File: src/design/csdp_pkg.sv
// Shared package for the clock synthesizer divider planner.
// Holds the sequencer state type, status codes, register map, device register
// addresses and the PLL/multisynth byte packing function. No dependencies.
package csdp_pkg;

  localparam int unsigned NUM_CLOCKS = 3;

  localparam int unsigned DIVD_W = 48;  // dividend width of the shared divider
  localparam int unsigned DIVR_W = 27;  // divisor width of the shared divider
  localparam int unsigned DCNT_W = $clog2(DIVD_W);

  // Status codes of an output word.
  localparam logic [1:0] STATUS_OK      = 2'd0;
  localparam logic [1:0] STATUS_TOO_LOW = 2'd1;
  localparam logic [1:0] STATUS_NO_DIV  = 2'd2;

  // Configuration register indexes.
  localparam logic [2:0] REG_XTAL     = 3'd0;
  localparam logic [2:0] REG_DEN      = 3'd1;
  localparam logic [2:0] REG_PLL_MIN  = 3'd2;
  localparam logic [2:0] REG_PLL_MAX  = 3'd3;
  localparam logic [2:0] REG_MS_MIN   = 3'd4;
  localparam logic [2:0] REG_MS_MAX   = 3'd5;
  localparam logic [2:0] REG_EVEN_THR = 3'd6;
  localparam logic [2:0] REG_RDIV_MAX = 3'd7;

  // Device register addresses and fixed bytes.
  localparam logic [7:0] ADDR_OUT_CTRL  = 8'd3;
  localparam logic [7:0] ADDR_CLK_CTRL  = 8'd16;
  localparam logic [7:0] ADDR_PLL_A     = 8'd26;
  localparam logic [7:0] ADDR_PLL_B     = 8'd34;
  localparam logic [7:0] ADDR_MS0       = 8'd42;
  localparam logic [7:0] ADDR_PLL_RESET = 8'd177;
  localparam logic [7:0] CLK_PDN        = 8'h80;
  localparam logic [7:0] CLK_ON_PLL_A   = 8'h4C;
  localparam logic [7:0] CLK_ON_PLL_B   = 8'h6C;
  localparam logic [7:0] RST_PLL_A      = 8'h20;
  localparam logic [7:0] RST_PLL_B      = 8'h80;
  localparam logic [7:0] MS_QUARTER_MODE = 8'h0C;
  localparam logic [17:0] P1_OFFSET     = 18'd512;

  // Word positions inside the 21-word write sequence.
  localparam logic [4:0] W_DISABLE  = 5'd0;
  localparam logic [4:0] W_PDN      = 5'd1;
  localparam logic [4:0] W_PLL      = 5'd2;
  localparam logic [4:0] W_MS       = 5'd10;
  localparam logic [4:0] W_PWR_UP   = 5'd18;
  localparam logic [4:0] W_PLL_RST  = 5'd19;
  localparam logic [4:0] W_ENABLE   = 5'd20;

  typedef enum logic [3:0] {
    S_IDLE,
    S_RMUL,
    S_RCHK,
    S_DMUL,
    S_SRCH,
    S_D1GO,
    S_D1WAIT,
    S_NMUL,
    S_D2GO,
    S_D2WAIT,
    S_D3GO,
    S_D3WAIT,
    S_PWORD,
    S_EMIT,
    S_ERR
  } state_e;

  typedef struct packed {
    logic busy;
    logic done;
  } div_stat_t;

  // One byte of an eight-byte PLL or multisynth parameter block.
  function automatic logic [7:0] pll_byte(input logic [2:0]  j,
                                          input logic [17:0] p1,
                                          input logic [19:0] p2,
                                          input logic [19:0] p3,
                                          input logic [7:0]  mid);
    logic [7:0] b;
    case (j)
      3'd0:    b = p3[15:8];
      3'd1:    b = p3[7:0];
      3'd2:    b = mid | {6'b0, p1[17:16]};
      3'd3:    b = p1[15:8];
      3'd4:    b = p1[7:0];
      3'd5:    b = {p3[19:16], p2[19:16]};
      3'd6:    b = p2[15:8];
      default: b = p2[7:0];
    endcase
    return b;
  endfunction

endpackage

File: src/design/clock_synth_divider_planner.sv
// Top level of the clock synthesizer divider planner.
// Depends on csdp_pkg, csdp_div (shared divider) and csdp_fmt (word formatter).
//
// Usage: a request word on the s_axis channel carries an output number and a
// target frequency. The block picks an R divider exponent, searches the
// multisynth ratio, derives the fractional PLL words and then streams the
// register writes on the m_axis channel, 21 words for a good plan or one
// error word, with tlast on the final word of the request.
// The R exponent check tries the exponents in turn (at most eight), the ratio
// search tries one ratio after another (up to about 2050 at the reset
// configuration), and then two or three divisions, the third skipped when the
// denominator is zero, run on the shared serial divider. Once the first word is
// ready, one word goes out per cycle while the receiver is ready. s_axis_tready is
// high only while the sequencer is idle.
// When the receiver stalls, the output register holds its word and the
// sequence pauses. Reset restores every configuration register to its
// default, sets the output disable mask to all ones and empties the output.
// Configuration registers are written through the APB port at byte address
// 4*index; reads return the current value.
module clock_synth_divider_planner (
  input  logic        clk_i,
  input  logic        rst_ni,
  // Request channel.
  input  logic        s_axis_tvalid,
  output logic        s_axis_tready,
  input  logic [31:0] s_axis_tdata,   // [1:0] clock_sel, [29:2] target_hz
  // Register write channel.
  output logic        m_axis_tvalid,
  input  logic        m_axis_tready,
  output logic [23:0] m_axis_tdata,   // [7:0] reg_addr, [15:8] reg_data, [17:16] status
  output logic        m_axis_tlast,
  // Configuration port.
  input  logic        psel,
  input  logic        penable,
  input  logic        pwrite,
  input  logic [4:0]  paddr,
  input  logic [31:0] pwdata,
  output logic [31:0] prdata,
  output logic        pready
);

  // Configuration registers.
  logic [25:0] xtal_q;
  logic [19:0] den_q;
  logic [29:0] pll_min_q, pll_max_q;
  logic [11:0] ms_min_q, ms_max_q;
  logic [27:0] thr_q;
  logic [2:0]  rmax_q;

  csdp_pkg::state_e state_q, state_d;

  logic [1:0]  sel_q;
  logic [27:0] freq_q;
  logic [40:0] lim_q;       // (largest ratio + 1) * requested frequency
  logic [2:0]  rexp_q;
  logic [12:0] div_q;
  logic [47:0] f_q;
  logic [35:0] inc_q;
  logic        step2_q;
  logic [11:0] ratio_q;
  logic [29:0] pll_q;
  logic [29:0] mult_q;
  logic [25:0] rem_q;
  logic [47:0] nd_q;
  logic [19:0] num_q;
  logic [7:0]  fl_q;
  logic [17:0] p1_q;
  logic [19:0] p2_q;
  logic [1:0]  err_q;
  logic [4:0]  widx_q;
  logic [7:0]  mask_q;

  logic        ov_q;
  logic [23:0] od_q;
  logic        ol_q;

  // Shared divider hookup.
  logic                            div_start;
  logic [csdp_pkg::DIVD_W-1:0]     div_dvd;
  logic [csdp_pkg::DIVR_W-1:0]     div_dvs;
  csdp_pkg::div_stat_t             div_stat;
  logic [csdp_pkg::DIVD_W-1:0]     div_quo;
  logic [csdp_pkg::DIVR_W-1:0]     div_rem;

  logic [7:0]  fmt_addr, fmt_data;

  // Decision terms shared by the next-state and datapath logic.
  logic        in_acc, out_free, cfg_wr;
  logic [34:0] target;
  logic        too_fast;   // pll_min / target still exceeds the largest ratio
  logic        f_over, f_in;
  logic        bad_sel;

  assign in_acc   = s_axis_tvalid && s_axis_tready;
  assign out_free = !ov_q || m_axis_tready;
  assign cfg_wr   = psel && penable && pwrite && pready;
  assign target   = {7'b0, freq_q} << rexp_q;
  assign too_fast = {18'b0, pll_min_q} >= ({7'b0, lim_q} << rexp_q);
  assign f_over   = (div_q > {1'b0, ms_max_q}) || (f_q > {18'b0, pll_max_q});
  assign f_in     = f_q >= {18'b0, pll_min_q};
  assign bad_sel  = ({30'b0, sel_q} >= 32'(csdp_pkg::NUM_CLOCKS)) || (xtal_q == '0);

  assign s_axis_tready = (state_q == csdp_pkg::S_IDLE);

  // Next state.
  always_comb begin
    state_d = state_q;
    case (state_q)
      csdp_pkg::S_IDLE: begin
        if (in_acc) begin
          state_d = (s_axis_tdata[29:2] == '0) ? csdp_pkg::S_ERR : csdp_pkg::S_RMUL;
        end
      end
      csdp_pkg::S_RMUL: state_d = csdp_pkg::S_RCHK;
      csdp_pkg::S_RCHK: begin
        if (too_fast && rexp_q < rmax_q) begin
          state_d = csdp_pkg::S_RCHK;
        end else if (too_fast || bad_sel) begin
          state_d = csdp_pkg::S_ERR;
        end else begin
          state_d = csdp_pkg::S_DMUL;
        end
      end
      csdp_pkg::S_DMUL: state_d = csdp_pkg::S_SRCH;
      csdp_pkg::S_SRCH: begin
        if (f_over) begin
          state_d = csdp_pkg::S_ERR;
        end else if (f_in) begin
          state_d = csdp_pkg::S_D1GO;
        end
      end
      csdp_pkg::S_D1GO: state_d = csdp_pkg::S_D1WAIT;
      csdp_pkg::S_D1WAIT: if (div_stat.done) state_d = csdp_pkg::S_NMUL;
      csdp_pkg::S_NMUL: state_d = csdp_pkg::S_D2GO;
      csdp_pkg::S_D2GO: state_d = csdp_pkg::S_D2WAIT;
      csdp_pkg::S_D2WAIT: begin
        if (div_stat.done) begin
          state_d = (den_q == '0) ? csdp_pkg::S_PWORD : csdp_pkg::S_D3GO;
        end
      end
      csdp_pkg::S_D3GO: state_d = csdp_pkg::S_D3WAIT;
      csdp_pkg::S_D3WAIT: if (div_stat.done) state_d = csdp_pkg::S_PWORD;
      csdp_pkg::S_PWORD: state_d = csdp_pkg::S_EMIT;
      csdp_pkg::S_EMIT: begin
        if (out_free && widx_q == csdp_pkg::W_ENABLE) state_d = csdp_pkg::S_IDLE;
      end
      csdp_pkg::S_ERR: if (out_free) state_d = csdp_pkg::S_IDLE;
      default: state_d = csdp_pkg::S_IDLE;
    endcase
  end

  // Divider operand selection.
  always_comb begin
    div_start = 1'b0;
    div_dvd   = {18'b0, pll_q};
    div_dvs   = {1'b0, xtal_q};
    case (state_q)
      csdp_pkg::S_D1GO: begin
        div_start = 1'b1;
      end
      csdp_pkg::S_D2GO: begin
        div_start = 1'b1;
        div_dvd   = nd_q;
        div_dvs   = {xtal_q, 1'b0};
      end
      csdp_pkg::S_D3GO: begin
        div_start = 1'b1;
        div_dvd   = {21'b0, num_q, 7'b0};
        div_dvs   = {7'b0, den_q};
      end
      default: begin
        div_start = 1'b0;
      end
    endcase
  end

  csdp_div u_div (
    .clk_i      (clk_i),
    .rst_ni     (rst_ni),
    .start_i    (div_start),
    .dividend_i (div_dvd),
    .divisor_i  (div_dvs),
    .stat_o     (div_stat),
    .quo_o      (div_quo),
    .rem_o      (div_rem)
  );

  csdp_fmt u_fmt (
    .widx_i  (widx_q),
    .sel_i   (sel_q),
    .rexp_i  (rexp_q),
    .ratio_i (ratio_q),
    .p1_i    (p1_q),
    .p2_i    (p2_q),
    .den_i   (den_q),
    .mask_i  (mask_q),
    .addr_o  (fmt_addr),
    .data_o  (fmt_data)
  );

  // Control state.
  always_ff @(posedge clk_i or negedge rst_ni) begin
    if (!rst_ni) begin
      state_q   <= csdp_pkg::S_IDLE;
      ov_q      <= 1'b0;
      widx_q    <= '0;
      mask_q    <= 8'hFF;
      xtal_q    <= 26'd25000000;
      den_q     <= 20'd1048575;
      pll_min_q <= 30'd600000000;
      pll_max_q <= 30'd900000000;
      ms_min_q  <= 12'd4;
      ms_max_q  <= 12'd2048;
      thr_q     <= 28'd1000000;
      rmax_q    <= 3'd7;
    end else begin
      state_q <= state_d;
      if (cfg_wr) begin
        case (paddr[4:2])
          csdp_pkg::REG_XTAL:     xtal_q    <= pwdata[25:0];
          csdp_pkg::REG_DEN:      den_q     <= pwdata[19:0];
          csdp_pkg::REG_PLL_MIN:  pll_min_q <= pwdata[29:0];
          csdp_pkg::REG_PLL_MAX:  pll_max_q <= pwdata[29:0];
          csdp_pkg::REG_MS_MIN:   ms_min_q  <= pwdata[11:0];
          csdp_pkg::REG_MS_MAX:   ms_max_q  <= pwdata[11:0];
          csdp_pkg::REG_EVEN_THR: thr_q     <= pwdata[27:0];
          default:                rmax_q    <= pwdata[2:0];
        endcase
      end
      // A new word loads the output register; otherwise a taken word empties it.
      if ((state_q == csdp_pkg::S_EMIT || state_q == csdp_pkg::S_ERR) && out_free) begin
        ov_q <= 1'b1;
      end else if (m_axis_tready) begin
        ov_q <= 1'b0;
      end
      if (state_q == csdp_pkg::S_PWORD) widx_q <= '0;
      if (state_q == csdp_pkg::S_EMIT && out_free) begin
        widx_q <= widx_q + 1'b1;
        if (widx_q == csdp_pkg::W_ENABLE) mask_q <= fmt_data;
      end
    end
  end

  // Datapath registers.
  always_ff @(posedge clk_i) begin
    case (state_q)
      csdp_pkg::S_IDLE: begin
        sel_q  <= s_axis_tdata[1:0];
        freq_q <= s_axis_tdata[29:2];
        err_q  <= csdp_pkg::STATUS_TOO_LOW;
      end
      csdp_pkg::S_RMUL: begin
        lim_q  <= ({1'b0, ms_max_q} + 13'd1) * freq_q;
        rexp_q <= '0;
      end
      csdp_pkg::S_RCHK: begin
        if (too_fast && rexp_q < rmax_q) begin
          rexp_q <= rexp_q + 1'b1;
        end else if (too_fast) begin
          err_q <= csdp_pkg::STATUS_TOO_LOW;
        end else begin
          err_q <= csdp_pkg::STATUS_NO_DIV;
        end
      end
      csdp_pkg::S_DMUL: begin
        div_q   <= (ms_min_q < 12'd4) ? 13'd4 : {1'b0, ms_min_q};
        f_q     <= 48'(((ms_min_q < 12'd4) ? 13'd4 : {1'b0, ms_min_q}) * target);
        step2_q <= target >= {7'b0, thr_q};
        inc_q   <= (target >= {7'b0, thr_q}) ? {target, 1'b0} : {1'b0, target};
      end
      csdp_pkg::S_SRCH: begin
        ratio_q <= div_q[11:0];
        pll_q   <= f_q[29:0];
        div_q   <= div_q + (step2_q ? 13'd2 : 13'd1);
        f_q     <= f_q + {12'b0, inc_q};
      end
      csdp_pkg::S_D1WAIT: begin
        mult_q <= div_quo[29:0];
        rem_q  <= div_rem[25:0];
      end
      csdp_pkg::S_NMUL: begin
        nd_q <= {46'(rem_q * den_q), 1'b0} + {22'b0, xtal_q};
      end
      csdp_pkg::S_D2WAIT: begin
        num_q <= div_quo[19:0];
        fl_q  <= '0;
      end
      csdp_pkg::S_D3WAIT: begin
        fl_q <= div_quo[7:0];
      end
      csdp_pkg::S_PWORD: begin
        p1_q <= {mult_q[10:0], 7'b0} + {10'b0, fl_q} - csdp_pkg::P1_OFFSET;
        p2_q <= {num_q[12:0], 7'b0} - 20'(den_q * fl_q);
      end
      default: begin
        err_q <= err_q;
      end
    endcase
    if (state_q == csdp_pkg::S_EMIT && out_free) begin
      od_q <= {6'b0, csdp_pkg::STATUS_OK, fmt_data, fmt_addr};
      ol_q <= (widx_q == csdp_pkg::W_ENABLE);
    end
    if (state_q == csdp_pkg::S_ERR && out_free) begin
      od_q <= {6'b0, err_q, 8'd0, 8'd0};
      ol_q <= 1'b1;
    end
  end

  assign m_axis_tvalid = ov_q;
  assign m_axis_tdata  = od_q;
  assign m_axis_tlast  = ol_q;

  // Configuration read-back.
  always_comb begin
    case (paddr[4:2])
      csdp_pkg::REG_XTAL:     prdata = {6'b0, xtal_q};
      csdp_pkg::REG_DEN:      prdata = {12'b0, den_q};
      csdp_pkg::REG_PLL_MIN:  prdata = {2'b0, pll_min_q};
      csdp_pkg::REG_PLL_MAX:  prdata = {2'b0, pll_max_q};
      csdp_pkg::REG_MS_MIN:   prdata = {20'b0, ms_min_q};
      csdp_pkg::REG_MS_MAX:   prdata = {20'b0, ms_max_q};
      csdp_pkg::REG_EVEN_THR: prdata = {4'b0, thr_q};
      default:                prdata = {29'b0, rmax_q};
    endcase
  end
  assign pready = 1'b1;

  // An accepted request keeps the sequencer busy on the next cycle.
  a_busy_after_accept: assert property (@(posedge clk_i) disable iff (!rst_ni)
    in_acc |=> !s_axis_tready)
    else $error("request accepted while planner still idle");

  // Error words are always the final word of a request.
  a_err_last: assert property (@(posedge clk_i) disable iff (!rst_ni)
    (m_axis_tvalid && m_axis_tdata[17:16] != csdp_pkg::STATUS_OK) |-> m_axis_tlast)
    else $error("error word without last");

  // The divider only finishes while the sequencer waits for it.
  a_div_done: assert property (@(posedge clk_i) disable iff (!rst_ni)
    div_stat.done |-> (state_q == csdp_pkg::S_D1WAIT || state_q == csdp_pkg::S_D2WAIT ||
                       state_q == csdp_pkg::S_D3WAIT))
    else $error("divider result arrived outside a wait state");

  // A division is only started once the previous one has finished.
  a_div_idle_start: assert property (@(posedge clk_i) disable iff (!rst_ni)
    div_start |-> !div_stat.busy)
    else $error("divider started while busy");

  // The word counter never passes the end of the sequence while emitting.
  a_widx: assert property (@(posedge clk_i) disable iff (!rst_ni)
    (state_q == csdp_pkg::S_EMIT) |-> (widx_q <= csdp_pkg::W_ENABLE))
    else $error("word index past end of sequence");

endmodule

File: src/design/csdp_div.sv
// Shared restoring divider, one quotient bit per cycle.
// Depends on csdp_pkg for widths and the status struct.
module csdp_div (
  input  logic                            clk_i,
  input  logic                            rst_ni,
  input  logic                            start_i,
  input  logic [csdp_pkg::DIVD_W-1:0]     dividend_i,
  input  logic [csdp_pkg::DIVR_W-1:0]     divisor_i,
  output csdp_pkg::div_stat_t             stat_o,
  output logic [csdp_pkg::DIVD_W-1:0]     quo_o,
  output logic [csdp_pkg::DIVR_W-1:0]     rem_o
);

  logic                            busy_q, busy_d;
  logic                            done_q, done_d;
  logic [csdp_pkg::DCNT_W-1:0]     cnt_q, cnt_d;
  logic [csdp_pkg::DIVD_W-1:0]     quo_q, quo_d;
  logic [csdp_pkg::DIVR_W-1:0]     rem_q, rem_d;
  logic [csdp_pkg::DIVR_W-1:0]     dvs_q, dvs_d;
  logic [csdp_pkg::DIVR_W+1:0]     diff;

  // Trial subtract of the divisor from the partial remainder with the next bit.
  assign diff = {1'b0, rem_q, quo_q[csdp_pkg::DIVD_W-1]} - {2'b0, dvs_q};

  always_comb begin
    busy_d = busy_q;
    done_d = 1'b0;
    cnt_d  = cnt_q;
    quo_d  = quo_q;
    rem_d  = rem_q;
    dvs_d  = dvs_q;
    if (start_i) begin
      busy_d = 1'b1;
      cnt_d  = '0;
      quo_d  = dividend_i;
      rem_d  = '0;
      dvs_d  = divisor_i;
    end else if (busy_q) begin
      quo_d = {quo_q[csdp_pkg::DIVD_W-2:0], ~diff[csdp_pkg::DIVR_W+1]};
      if (!diff[csdp_pkg::DIVR_W+1]) begin
        rem_d = diff[csdp_pkg::DIVR_W-1:0];
      end else begin
        rem_d = {rem_q[csdp_pkg::DIVR_W-2:0], quo_q[csdp_pkg::DIVD_W-1]};
      end
      cnt_d = cnt_q + 1'b1;
      if (cnt_q == csdp_pkg::DCNT_W'(csdp_pkg::DIVD_W - 1)) begin
        busy_d = 1'b0;
        done_d = 1'b1;
      end
    end
  end

  always_ff @(posedge clk_i or negedge rst_ni) begin
    if (!rst_ni) begin
      busy_q <= 1'b0;
      done_q <= 1'b0;
      cnt_q  <= '0;
    end else begin
      busy_q <= busy_d;
      done_q <= done_d;
      cnt_q  <= cnt_d;
    end
  end

  always_ff @(posedge clk_i) begin
    quo_q <= quo_d;
    rem_q <= rem_d;
    dvs_q <= dvs_d;
  end

  assign stat_o.busy = busy_q;
  assign stat_o.done = done_q;
  assign quo_o       = quo_q;
  assign rem_o       = rem_q;

endmodule

File: src/design/csdp_fmt.sv
// Address and data of one word of the 21-word register write sequence.
// Depends on csdp_pkg for addresses, word positions and byte packing.
module csdp_fmt (
  input  logic [4:0]  widx_i,
  input  logic [1:0]  sel_i,
  input  logic [2:0]  rexp_i,
  input  logic [11:0] ratio_i,
  input  logic [17:0] p1_i,
  input  logic [19:0] p2_i,
  input  logic [19:0] den_i,
  input  logic [7:0]  mask_i,
  output logic [7:0]  addr_o,
  output logic [7:0]  data_o
);

  logic       pll_a;
  logic [7:0] bit_sel;
  logic [7:0] mid;
  logic [17:0] ms_p1;
  logic [7:0] pll_base;
  logic [7:0] ms_base;
  logic [4:0] jp, jm;

  assign pll_a    = (sel_i == 2'd0);
  assign bit_sel  = 8'd1 << sel_i;
  assign mid      = {1'b0, rexp_i, 4'b0} |
                    ((ratio_i == 12'd4) ? csdp_pkg::MS_QUARTER_MODE : 8'd0);
  assign ms_p1    = {ratio_i[10:0], 7'b0} - csdp_pkg::P1_OFFSET;
  assign pll_base = pll_a ? csdp_pkg::ADDR_PLL_A : csdp_pkg::ADDR_PLL_B;
  assign ms_base  = csdp_pkg::ADDR_MS0 + {3'b0, sel_i, 3'b0};
  assign jp       = widx_i - csdp_pkg::W_PLL;
  assign jm       = widx_i - csdp_pkg::W_MS;

  always_comb begin
    addr_o = csdp_pkg::ADDR_OUT_CTRL;
    data_o = mask_i | bit_sel;
    if (widx_i == csdp_pkg::W_DISABLE) begin
      addr_o = csdp_pkg::ADDR_OUT_CTRL;
      data_o = mask_i | bit_sel;
    end else if (widx_i == csdp_pkg::W_PDN) begin
      addr_o = csdp_pkg::ADDR_CLK_CTRL + {6'b0, sel_i};
      data_o = csdp_pkg::CLK_PDN;
    end else if (widx_i < csdp_pkg::W_MS) begin
      addr_o = pll_base + {5'b0, jp[2:0]};
      data_o = csdp_pkg::pll_byte(jp[2:0], p1_i, p2_i, den_i, 8'd0);
    end else if (widx_i < csdp_pkg::W_PWR_UP) begin
      addr_o = ms_base + {5'b0, jm[2:0]};
      data_o = csdp_pkg::pll_byte(jm[2:0], ms_p1, 20'd0, 20'd1, mid);
    end else if (widx_i == csdp_pkg::W_PWR_UP) begin
      addr_o = csdp_pkg::ADDR_CLK_CTRL + {6'b0, sel_i};
      data_o = pll_a ? csdp_pkg::CLK_ON_PLL_A : csdp_pkg::CLK_ON_PLL_B;
    end else if (widx_i == csdp_pkg::W_PLL_RST) begin
      addr_o = csdp_pkg::ADDR_PLL_RESET;
      data_o = pll_a ? csdp_pkg::RST_PLL_A : csdp_pkg::RST_PLL_B;
    end else begin
      addr_o = csdp_pkg::ADDR_OUT_CTRL;
      data_o = mask_i & ~bit_sel;
    end
  end

endmodule

File: config.mk
export PLATFORM = sky130hd
export DESIGN_NAME = clock_synth_divider_planner
export DESIGN_NICKNAME = d
export VERILOG_FILES = /design/src/design/csdp_pkg.sv /design/src/design/clock_synth_divider_planner.sv /design/src/design/csdp_div.sv /design/src/design/csdp_fmt.sv
export SDC_FILE = /design/constraint.sdc
export NUM_CORES = 2
export LEC_CHECK = 0
export ABC_AREA = 1
export BUFFER_PORTS_ARGS = -buffer_cell sky130_fd_sc_hd__buf_4
export CORE_MARGIN = 3
export CORE_UTILIZATION = 40
export DETAILED_ROUTE_END_ITERATION = 8
export PLACE_DENSITY = 0.58
export SLEW_MARGIN = 10
export SYNTH_ARGS = -nofsm -noshare
export SYNTH_HDL_FRONTEND = slang
export SYNTH_SLANG_ARGS = --single-unit
File: constraint.sdc
create_clock -name clk_i -period 10.8 [get_ports clk_i]
set_clock_uncertainty 0.2 [all_clocks]
set_input_delay 0.54 -clock clk_i [delete_from_list [all_inputs] [get_ports clk_i]]
set_output_delay 0.54 -clock clk_i [all_outputs]
set_load 0.05 [all_outputs]
==> summary.md <==
| Metric | Value |
|---|---|
| Worst Hold Depth | `4` |
| Multi-input combinational cell area | `56400 sq um` |
| P&R area growth vs syn | `8.41%` |
| Full die area | `219000 sq um` |
| Worst setup path class | `reg -> reg` |
| Clock root cell | `clkbuf_16` |
| Core area | `about 210000 sq um` |
| Final period utilization | `0.856` |
| Critical path arrival | `about 9.5 ns` |
| Initial antenna violation count | `7` |
| Hold WS | `around 0.074 ns` |
| Crit end category | `register` |
| Tot GR Track Use | `0.276` |
| Reg2Reg Depth | `35` |
| CP max-delay cell | `dfstp_2` |
| Commonest non-fill, non-tap cell in the layout | `nand2_1` |
| Most frequent cells in the layout | `nand2_1 (2835), inv_1 (2253), fa_1 (1144)` |
| # DRC | `0` |
| Share of layout cells above drive strength 1 | `0.0492` |
| Starting Density | `0.403` |
| CTS Buffer Depth | `3` |
| CTS sink cnt | `675` |
| # rows | `169` |
| H-tree levels | `3` |
| Post-synth EDFFs | `~440` |
| Worst path bufs/invs | `10` |
| Vias in the first global route | `74200` |
| First-pass GRT wire length | `458 mm` |
| RSZ-0062 raised after global routing | `no` |
| Fill cells | `21400` |
| Sequential share of the synthesized area | `0.222` |
| CP startpoint kind | `register` |
| Initial DRC count | `5911` |
| Syn. warnings | `0` |
| Tightest Pin Transition | `1.34 ns` |
| Synth cell types | `66` |
| Slew Viols, Final | `0` |
| Worst setup path end | `nd_q[45]` |
| Seq. cell area | `19000 sq um` |
| Pin count of the biggest net entering global routing | `72` |
| Tmin final | `9.25 ns` |
| CTS Hold Bufs | `61` |
| Critical path's most frequent cell | `inv_1` |
| Die height | `468 um` |
| Post-route ant nets | `0` |
| Status | `finished, final reports clean` |
| Max FO, Critical Path | `20` |
| Critical Path Start | `den_q[3]` |
| HPWL Detailed | `245 mm` |
| GP Congestion | `about 1` |
| Post-synth ARST share | `0.277` |
| Routed wire length | `300 mm` |
| CTS tree | `done` |
| Post-Syn Area | `85600 sq um` |
| Synth Register Bits | `between 600 and 700` |
| TNS Setup | `0 ns` |
| CP Data Required Time | `between 10 and 15 ns` |
| Worst slew margin | `0.107` |
| Worst-path clk slew | `0.06 ns` |
| Fmax | `0.108 GHz` |
| PortBufs | `120` |
| CTS buffer count | `82` |
| Setup violations, final | `0` |
| Nets | `between 10000 and 15000` |
| Post-DR wirelength/cell | `22.1 um` |
| Mapped Cells | `10700` |
| Overflow after GRT | `0` |
| Final hold violation count | `0` |
| Min-Delay Path Class | `in -> reg` |
| DR vias/cell | `5.24` |
| Vias | `~71000` |
| 1st-pass router iterations | `6` |
| CTS resizes | `0` |
| Reg2reg start | `den_q[3]` |
| Max-cap violation count | `0` |
| Crit Reg-Reg Endpoint | `nd_q[45]` |
| Peak per-stage delay on the critical path | `0.92 ns` |
| Syn Area/Cell | `7.96 sq um` |
| Critical path's top delay family | `adder cells` |
| Ports | `136` |
| Chip Width | `468 um` |
| Main synth FF type | `edfxtp_1` |
| Skew-Pair Late Insertion Delay | `approximately 0.75 ns` |
| Number of stages on the worst setup path | `35` |
| Post-CTS Repair Setup Buffers | `0` |
| Flop-to-flop setup slack | `1.55 ns` |
metrics by stage:
stage / utilization / setup WS (ns) / area, sq um / cells
final: 0.437 / 1.55 / 92700 / 13600
after global routing: 0.437 / 1.06 / 92700 / 13600
after floorplan: - / 2.75 / 85600 / 10800
after detailed placement: 0.420 / 1.58 / 89300 / 13400
after CTS: 0.437 / 1.59 / 92700 / 13600
after global placement: 0.420 / 1.65 / 89300 / 13400
synth_stat cells, types with 9 or more instances:
cell type | instances | area (sq um)
clkbuf_1 | 291 | 1090
edfxtp_1 | 444 | 13300
o21a_1 | 28 | 210
a21oi_1 | 408 | 2040
a21boi_0 | 16 | 120
mux2i_1 | 21 | 210
a41oi_1 | 12 | 105
and2_1 | 13 | 81.3
a31oi_1 | 42 | 263
buf_2 | 45 | 225
inv_1 | 2256 | 8470
nand4_1 | 62 | 388
a22o_1 | 27 | 236
nor2_1 | 734 | 2760
a221oi_1 | 15 | 131
nand2_1 | 2838 | 10700
o21bai_1 | 21 | 158
buf_1 | 63 | 236
o21ai_1 | 16 | 80.1
ha_1 | 602 | 7530
o22ai_1 | 65 | 407
nand3_1 | 213 | 1070
fa_1 | 1144 | 22900
dfrtp_1 | 113 | 2830
nor3_1 | 53 | 265
clkinv_1 | 21 | 78.8
or2_2 | 16 | 100
a211oi_1 | 14 | 105
nor4_1 | 41 | 257
and3_1 | 9 | 56.3
o221ai_1 | 27 | 236
dfstp_2 | 74 | 1940
a21o_1 | 28 | 210
o21ai_2 | 19 | 166
o21ai_0 | 577 | 2890
dfxtp_1 | 44 | 881
xor2_1 | 118 | 1030
buf_4 | 12 | 90.1
xnor2_1 | 75 | 657
o211ai_1 | 34 | 255
worst reg2reg max path: cells and delay by family, from the launching register on:
kind	cells	cell delay (ns)
buffers and inverters	10	1.05
adders and majority gates	9	4.16
DFF	1	0.92
xor gates and xnor gates	1	0.55
and+or+nand+nor	13	1.58
AOI/OAI and AO/OA	2	0.52
sequential cells by signal, summed over array words and instances (netlist names), 26 cells and up:
signal       count
thr_q           28
pll_q           30
u_div.rem_o     27
u_div.quo_o     48
inc_q           36
lim_q           41
pll_max_q       30
rem_q           26
freq_q          28
u_div.dvs_q     27
xtal_q          26
f_q             48
nd_q            48
pll_min_q       30
how the worst min path moves through the flow:
stage	slack (ns)	from	to
final	0.07	m_axis_tready	m_axis_tvalid
after global routing	0.08	m_axis_tready	m_axis_tvalid
after CTS	0.06	m_axis_tready	m_axis_tvalid
after detailed placement	0.24	u_div.quo_o[11]	num_q[11]
after global placement	0.24	u_div.quo_o[11]	num_q[11]
after floorplan	0.04	rst_ni	m_axis_tvalid
layout make-up:
cell class                 count  area share
timing repair buffer         292      0.0255
clock buffer                 114      0.0256
clock inverter                40     0.00510
multi-input combinational   7381       0.609
inverter                    2280      0.0923
antenna                        7    0.000189
sequential                   675       0.205
tap                         2821      0.0381
cells by family (layout without fill, tap and decap cells):
group | after synthesis | count (layout) | synth area share
flops | 675 | 675 | 0.222
mux | 23 | 23 | 0.00272
compound gates | 1395 | 1395 | 0.0938
simple gates | 4015 | 4015 | 0.186
buf+inv | 2698 | 2726 | 0.120
fa+ha+maj | 1746 | 1746 | 0.356
xor+xnor | 193 | 193 | 0.0198
other cells | 2 | 16 | 0.0000878
routing by layer:
| layer | vias to the layer above | track usage | part of all wire |
|---|---|---|---|
| met4 | 0 | 0.135 | 0.058 |
| met1 | 35500 | 0.348 | 0.40 |
| met3 | 510 | 0.0322 | 0.056 |
| met5 | - | 0 | 0 |
| met2 | 2331 | 0.472 | 0.48 |
| li1 | 33100 | - | - |
Power is left out: the tool's default activity adds up to more than one toggle a clock period on the data nets, which glitch-free logic cannot reach.
